===== src/sv/variable_width_integer_alu_macros.svh =====
// Assertion macros for the variable width integer ALU.
// Included by the top level; relies on nothing else.
`ifndef VARIABLE_WIDTH_INTEGER_ALU_MACROS_SVH
`define VARIABLE_WIDTH_INTEGER_ALU_MACROS_SVH

// Clocked property with asynchronous active-low reset disable.
`define VWALU_ASSERT(label, clk, rst_n, prop) \
  label: assert property (@(posedge clk) disable iff (!rst_n) (prop)) \
    else $error("vwalu assertion failed");

// Implication on the default clock and reset names of the block.
`define VWALU_ASSERT_IMP(label, ante, cons) \
  label: assert property (@(posedge clk_i) disable iff (!rst_ni) (ante) |-> (cons)) \
    else $error("vwalu implication failed");

`endif


===== src/sv/vwalu_pkg.sv =====
// Shared types and constants for the variable width integer ALU.
// Used by every module of the block; depends on nothing.
`default_nettype none
package vwalu_pkg;

  localparam int unsigned DATA_W        = 64;
  localparam int unsigned KIND_W        = 5;
  localparam int unsigned WID_W         = 7;
  localparam int unsigned DEF_MAX_WIDTH = 64;

  localparam logic [KIND_W-1:0] K_ADD  = 5'd0;
  localparam logic [KIND_W-1:0] K_SUB  = 5'd1;
  localparam logic [KIND_W-1:0] K_MUL  = 5'd2;
  localparam logic [KIND_W-1:0] K_SDIV = 5'd3;
  localparam logic [KIND_W-1:0] K_UDIV = 5'd4;
  localparam logic [KIND_W-1:0] K_SREM = 5'd5;
  localparam logic [KIND_W-1:0] K_SHL  = 5'd6;
  localparam logic [KIND_W-1:0] K_LSHR = 5'd7;
  localparam logic [KIND_W-1:0] K_ASHR = 5'd8;
  localparam logic [KIND_W-1:0] K_AND  = 5'd9;
  localparam logic [KIND_W-1:0] K_OR   = 5'd10;
  localparam logic [KIND_W-1:0] K_XOR  = 5'd11;
  localparam logic [KIND_W-1:0] K_EQ   = 5'd12;
  localparam logic [KIND_W-1:0] K_NE   = 5'd13;
  localparam logic [KIND_W-1:0] K_SLT  = 5'd14;
  localparam logic [KIND_W-1:0] K_SLE  = 5'd15;
  localparam logic [KIND_W-1:0] K_SGT  = 5'd16;
  localparam logic [KIND_W-1:0] K_SGE  = 5'd17;
  localparam logic [KIND_W-1:0] K_ULT  = 5'd18;
  localparam logic [KIND_W-1:0] K_ULE  = 5'd19;
  localparam logic [KIND_W-1:0] K_UGT  = 5'd20;
  localparam logic [KIND_W-1:0] K_UGE  = 5'd21;
  localparam logic [KIND_W-1:0] K_LAND = 5'd22;
  localparam logic [KIND_W-1:0] K_LOR  = 5'd23;

  typedef enum logic [2:0] {
    SEL_SIMPLE,
    SEL_MUL,
    SEL_UDIV,
    SEL_SDIV,
    SEL_SREM
  } res_sel_e;

  typedef struct packed {
    logic             valid;
    logic             ok;
    res_sel_e         sel;
    logic             neg;
    logic [WID_W-1:0] ow;
    logic [WID_W-1:0] rw;
  } ctrl_t;

endpackage
`default_nettype wire


===== src/sv/vwalu_cell.sv =====
// One cell of the arithmetic chain: a shift-add multiply step and a
// restoring divide step per cycle, handed to the next cell. Uses vwalu_pkg.
`default_nettype none
module vwalu_cell #(
  parameter int unsigned MAX_WIDTH = vwalu_pkg::DEF_MAX_WIDTH
) (
  input  logic                 clk_i,
  input  logic                 rst_ni,
  input  vwalu_pkg::ctrl_t     ctrl_i,
  input  logic [MAX_WIDTH-1:0] simple_i,
  input  logic [MAX_WIDTH-1:0] acc_i,
  input  logic [MAX_WIDTH-1:0] mcand_i,
  input  logic [MAX_WIDTH-1:0] mplier_i,
  input  logic [MAX_WIDTH-1:0] num_i,
  input  logic [MAX_WIDTH-1:0] den_i,
  input  logic [MAX_WIDTH-1:0] rem_i,
  input  logic [MAX_WIDTH-1:0] quo_i,
  output vwalu_pkg::ctrl_t     ctrl_o,
  output logic [MAX_WIDTH-1:0] simple_o,
  output logic [MAX_WIDTH-1:0] acc_o,
  output logic [MAX_WIDTH-1:0] mcand_o,
  output logic [MAX_WIDTH-1:0] mplier_o,
  output logic [MAX_WIDTH-1:0] num_o,
  output logic [MAX_WIDTH-1:0] den_o,
  output logic [MAX_WIDTH-1:0] rem_o,
  output logic [MAX_WIDTH-1:0] quo_o
);
  import vwalu_pkg::*;

  localparam int unsigned DW = MAX_WIDTH;

  logic [DW:0]   rem_sh, rem_sub;
  logic          qbit;
  ctrl_t         ctrl_q;
  logic [DW-1:0] simple_q, acc_q, mcand_q, mplier_q, num_q, den_q, rem_q, quo_q;
  logic [DW-1:0] acc_d, rem_d;

  assign rem_sh  = {rem_i, num_i[DW-1]};
  assign rem_sub = rem_sh - {1'b0, den_i};
  assign qbit    = !rem_sub[DW];
  assign rem_d   = qbit ? rem_sub[DW-1:0] : rem_sh[DW-1:0];
  assign acc_d   = acc_i + (mplier_i[0] ? mcand_i : '0);

  always_ff @(posedge clk_i or negedge rst_ni) begin
    if (!rst_ni) begin
      ctrl_q <= '0;
    end else begin
      ctrl_q <= ctrl_i;
    end
  end

  always_ff @(posedge clk_i) begin
    simple_q <= simple_i;
    acc_q    <= acc_d;
    mcand_q  <= mcand_i << 1;
    mplier_q <= mplier_i >> 1;
    num_q    <= num_i << 1;
    den_q    <= den_i;
    rem_q    <= rem_d;
    quo_q    <= {quo_i[DW-2:0], qbit};
  end

  assign ctrl_o   = ctrl_q;
  assign simple_o = simple_q;
  assign acc_o    = acc_q;
  assign mcand_o  = mcand_q;
  assign mplier_o = mplier_q;
  assign num_o    = num_q;
  assign den_o    = den_q;
  assign rem_o    = rem_q;
  assign quo_o    = quo_q;

endmodule
`default_nettype wire


===== config.mk =====
export PLATFORM = sky130hd
export DESIGN_NAME = vwalu_cell
export DESIGN_NICKNAME = d
export VERILOG_FILES = /design/src/sv/variable_width_integer_alu_macros.svh /design/src/sv/vwalu_pkg.sv /design/src/sv/vwalu_cell.sv
export SDC_FILE = /design/constraint.sdc
export NUM_CORES = 1
export LEC_CHECK = 0
export ABC_AREA = 1
export BUFFER_PORTS_ARGS = -buffer_cell sky130_fd_sc_hd__buf_2
export CELL_PAD_IN_SITES_DETAIL_PLACEMENT = 1
export CELL_PAD_IN_SITES_GLOBAL_PLACEMENT = 2
export CORE_AREA = 4 4 412 414
export CTS_BUF_LIST = sky130_fd_sc_hd__clkbuf_2
export DETAILED_ROUTE_END_ITERATION = 12
export DIE_AREA = 0 0 416 418
export GPL_TIMING_DRIVEN = 0
export PLACE_DENSITY = 0.5
export SLEW_MARGIN = 20
export SYNTH_ARGS = -nofsm -noshare
export SYNTH_HDL_FRONTEND = slang
export SYNTH_SLANG_ARGS = --single-unit

===== constraint.sdc =====
create_clock -name clk_i -period 1 [get_ports clk_i]
set_clock_uncertainty 0.15 [all_clocks]
set_input_delay 0.15 -clock clk_i [delete_from_list [all_inputs] [get_ports clk_i]]
set_output_delay 0.15 -clock clk_i [all_outputs]
set_load 0.01 [all_outputs]

==> flow_summary_export.csv, run 1 <==
group,metric,value,unit
synthesis,synth-compound-area-share,5.79,%
synthesis,synth.distinct_cells,39,
floorplan,die_width,416,um
outcome,status,"did not finish",
clock_network,cts-root-buf,"clkbuf_2",
synthesis,avgSynthCellArea,7.17,um2
synthesis,ys_seq_area_share,45.9,%
floorplan,std_cell_rows,150,
clock_network,cts_buffers,159,
synthesis,synth_xor_area_share,2.48,%
clock_network,cts_setup_buffers,9,
synthesis,muxShareOfSynthArea,0,%
clock_network,cts_hold_buffers,1359,
floorplan,die_y,418,um
placement,portBuffers,1060,
synthesis,synth_top_family_by_area,"simple AND/OR/NAND/NOR gates",
outcome,lastStage,"4_1_cts",
placement,hpwl,123,mm
synthesis,yosys_warnings,0,
placement,place_ws,-2.35,ns
synthesis,ys_seq_elements,529,
clock_network,clockBufferDepth,3,
floorplan,initial_core_util,14.0,%
floorplan,ios,1066,
synthesis,synthCells,3245,
clock_network,cts_repair_resize_count,672,
clock_network,cts.sinks,529,
clock_network,htree_levels,4,
placement,dp.cells,6511,
outcome,error,"[ERROR RSZ-0060] Max buffer count reached.",
synthesis,synthSimpleGateAreaFrac,28.0,%
placement,routabilityCongestion,0.808,
synthesis,synth_adder_area_share,7.00,%
synthesis,synthesis.area,0.0233,mm2
[logic make-up after synthesis]
| kind of cell | count (synthesis) |
|---|---|
| compound gates | 253 |
| xor+xnor | 66 |
| fa+ha+maj | 129 |
| buf+inv | 642 |
| flops | 529 |
| other cells | 1 |
| simple gates | 1625 |
[Yosys cell counts]
cell	number	area share [%]
a21boi_0	3	0.097
a21o_1	4	0.13
a21oi_1	153	3.3
a31o_2	1	0.038
and2_1	2	0.054
and3_1	2	0.054
buf_1	4	0.064
buf_12	3	0.26
buf_2	6	0.13
buf_4	4	0.13
buf_6	2	0.097
buf_8	1	0.064
clkbuf_1	3	0.048
clkinv_1	1	0.016
conb_1	1	0.016
dfrtp_1	20	2.2
dfxtp_1	509	44
fa_1	2	0.17
ha_1	127	6.8
inv_1	614	9.9
inv_2	4	0.064
nand2_1	1134	18
nand2_2	29	0.78
nand2_4	1	0.048
nand3_1	116	2.5
nand3b_1	5	0.16
nand4_1	30	0.81
nor2_1	263	4.2
nor2_2	7	0.19
nor2_4	1	0.048
nor3_1	24	0.52
nor4_1	6	0.16
nor4_2	1	0.054
o21a_1	3	0.097
o21ai_0	68	1.5
o21bai_1	21	0.68
or2_2	4	0.11
xnor2_1	3	0.11
xor2_1	63	2.4
[through the flow]
step | setup TNS, ns | hold WS (ns) | instance area, um2
2_1_floorplan | -124.54 | -0.296 | 24700
3_3_place_gp | -222.67 | -0.0119 | 32800
3_5_place_dp | -223.86 | -0.0138 | 32800
==> run 2: changes to the inputs <==
CELL_PAD_IN_SITES_DETAIL_PLACEMENT = unset   (was 1)
CELL_PAD_IN_SITES_GLOBAL_PLACEMENT = unset   (was 2)
CORE_AREA = 4 4 415 417   (was 4 4 412 414)
CTS_BUF_LIST = unset   (was sky130_fd_sc_hd__clkbuf_2)
DIE_AREA = 0 0 419 421   (was 0 0 416 418)
PLACE_DENSITY = unset   (was 0.5)
PLACE_DENSITY_LB_ADDON = 0.15   (was unset)
==> flow_summary_export.csv, run 2 <==
group,metric,value,unit
finish,mostFrequentLayoutCells,"nand2_1, buf_2, dlygate4sd3_1",
critical_path,crit_top_cell,"nand2_4",
synthesis,synthesis.area,0.0233,mm2
clock_network,cts.sinks,529,
synthesis,synth.distinct_cells,39,
synthesis,synth_edf_count,0,
synthesis,synthCells,3245,
timing,period_minus_slack,1.85,ns
synthesis,ys.flop_type,"dfxtp_1",
timing,worst_slack,-0.850,ns
critical_path,start_kind,"primary input",
route,drt-total-wl,155,mm
finish,syn_to_final_growth,125,%
synthesis,ys_seq_elements,529,
floorplan,coreArea,0.169,mm2
pwr,ir_worst_vdd,1230,uV
clock_network,cts-root-buf,"clkbuf_16",
critical_path,crit_fanout,5,
route,first_pass_iters,7,
placement,portBuffers,1060,
synthesis,yosys.area.top_type,"dfxtp_1",
synthesis,yosys.area.top_type_share,43.8,%
route,wire_per_inst,20.5,um
global_routing,grt_pass1_vias,29400,
placement,routabilityCongestion,0.877,
finish,nNetsFinal,5932,
timing,hold_viol_final,174,
timing,holdWs,-0.599,ns
critical_path,endpoint_kind,"register",
synthesis,synthSimpleGateAreaFrac,28.0,%
synthesis,yosysMostFrequentCell,"nand2_1",
finish,fillers,17800,
critical_path,required,1.40,ns
timing,rsz0062_at_grt,"yes",
global_routing,grtUsageTotal,16.7,%
floorplan,std_cell_rows,151,
placement,place_ws,-2.21,ns
synthesis,yosys_warnings,0,
global_routing,grt_antenna_before_repair,65,
synthesis,muxShareOfSynthArea,0,%
synthesis,synth_commonest_cells,"nand2_1, inv_1, dfxtp_1",
synthesis,synth_area_leaders,"dfxtp_1, nand2_1, inv_1, ha_1, nor2_1",
timing,maxSlewViolCount,0,
finish,final_common_cell,"nand2_1",
timing,fmax,541,MHz
placement,hpwl,124,mm
route,drt-initial-drc-count,1227,
critical_path,cp-startpoint,"den_i[26]",
global_routing,grt_first_pass_wirelength,212,mm
clock_network,clkTransAtPathRegs,0.06,ns
floorplan,die-area,0.176,mm2
clock_network,htree_levels,3,
critical_path,cp.arrival,2.25,ns
floorplan,initial_core_util,13.8,%
timing,setup_violations,668,
finish,drive_gt1_share,53.7,%
clock_network,cts_buffers,70,
pwr,power_density,1420,mW/mm2
job,maxCapViolations,0,
synthesis,synth_adder_area_share,7.00,%
min_path,hp-class,"primary input to register",
clock_network,cts_tree,"built",
synthesis,ys_seq_area_share,45.9,%
critical_path,crit_path_end,"rem_o[51]",
route,num_vias,28400,
outcome,violations,"negative hold slack, negative setup slack",
synthesis,synth_top_family_by_area,"simple AND/OR/NAND/NOR gates",
pwr,power,74.6,mW
outcome,status,"finished with violations",
global_routing,grt-ovfl-total,0,
global_routing,grt_start_max_net_pins,21,
floorplan,die_y,421,um
route,drc,0,
critical_path,worstPathCellList,"buf_2 > inv_1 > ha_4 > nand2_4 > inv_1 > nand2_1 > nand2_1 > nand2_1 > nand2_2 > a21oi_2 > nand2_4 > nand2_4 > nand2_4 > nand2_4 > nand2_8 > buf_16 > buf_12 > nand2_4 > nand2_4",
critical_path,crit_slowest_cell,"ha_4",
critical_path,path_class,"primary input to register",
floorplan,die_width,419,um
synthesis,synth_xor_area_share,2.48,%
synthesis,avgSynthCellArea,7.17,um2
pwr,p_leak,25.1,nW
critical_path,critPathMaxStageDelay,0.27,ns
route,ant_nets,0,
floorplan,ios,1066,
synthesis,synth-compound-area-share,5.79,%
route,routed_via_density,3.76,
timing,period_share,185,%
clock_network,clockBufferDepth,3,
synthesis,ys_async_sr_fraction,3.78,%
[run 2: cell counts after synthesis]
Identical to the previous run, type by type.
[run 2: metrics by stage]
stage / instances / util, % / cell area [um2] / TNS, ns
after floorplan: 3247 / - / 24700 / -124.54
after global placement: 6525 / 19.5 / 32800 / -218.93
after detailed placement: 6525 / 19.5 / 32800 / -217.07
after CTS: 7467 / 29.0 / 49000 / -365.72
after global routing: 7553 / 31.1 / 52400 / -354.98
final: 7554 / 31.1 / 52400 / -307.67
[run 2: timing repair]
item	in CTS	in global routing
hold buffers	631	50
gates cloned	16	5
endpoints found under the hold margin	548	215
setup buffers	172	59
gates resized for setup	1568	759
pin swaps	298	326
endpoints found under the setup margin	652	677
[run 2: critical path, delay by kind of cell]
kind / cells / cell delay [ns]
fa+ha+maj: 1 / 0.27
simple gates: 12 / 1.07
compound gates: 1 / 0.16
buf+inv: 5 / 0.57
[run 2: how the worst min path moves through the flow]
stage	start	endpoint	slack [ns]	depth (start not counted)
global route	den_i[39]	den_o[39]	-0.67	1
CTS	den_i[57]	den_o[57]	-0.70	1
detailed placement	rst_ni	ctrl_o[11]	-0.02	1
global placement	rst_ni	ctrl_o[11]	-0.02	1
finish	den_i[37]	den_o[37]	-0.60	1
floorplan	rst_ni	ctrl_o[0]	-0.30	0
[run 2: cell type report]
| cell class | instances | area, um2 | share of cell area, % |
|---|---|---|---|
| diodes | 13 | 32.5 | 0.0621 |
| plain buffers | 14 | 223 | 0.425 |
| clock buffers | 95 | 2020 | 3.85 |
| clock inverters | 31 | 438 | 0.835 |
| inverters | 619 | 2380 | 4.53 |
| multi-input cells | 2077 | 16300 | 31.1 |
| flip-flops and latches | 529 | 11200 | 21.4 |
| well taps | 2218 | 2780 | 5.29 |
| repair buffers | 1958 | 17100 | 32.6 |
[run 2: logic make-up (layout without fill, tap and decap cells)]
family	Yosys count	after routing
and+or+nand+nor	1625	1626
other	1	16
DFF	529	529
buffers and inverters	642	2717
AOI/OAI and AO/OA	253	253
xor gates and xnor gates	66	66
adders and majority gates	129	129
[run 2: power breakdown]
group | total (mW) | internal (mW) | leakage, nW | switching (mW)
registers | 24.2 | 23.3 | 4.54 | 0.915
logic | 23.7 | 11.4 | 19.4 | 12.3
clock network | 26.7 | 15.7 | 1.18 | 11.0
[run 2: routing by layer]
| metal | part of all wire (%) | up-vias | GRT usage, % |
|---|---|---|---|
| met3 | 4.8 | 270 | 3.25 |
| met1 | 37 | 13300 | 17.5 |
| met2 | 54 | 884 | 32.7 |
| met5 | 0.047 | - | 0 |
| li1 | - | 13900 | - |
| met4 | 3.9 | 10 | 5.57 |
No activity file was read; power rests on OpenSTA's default activity.
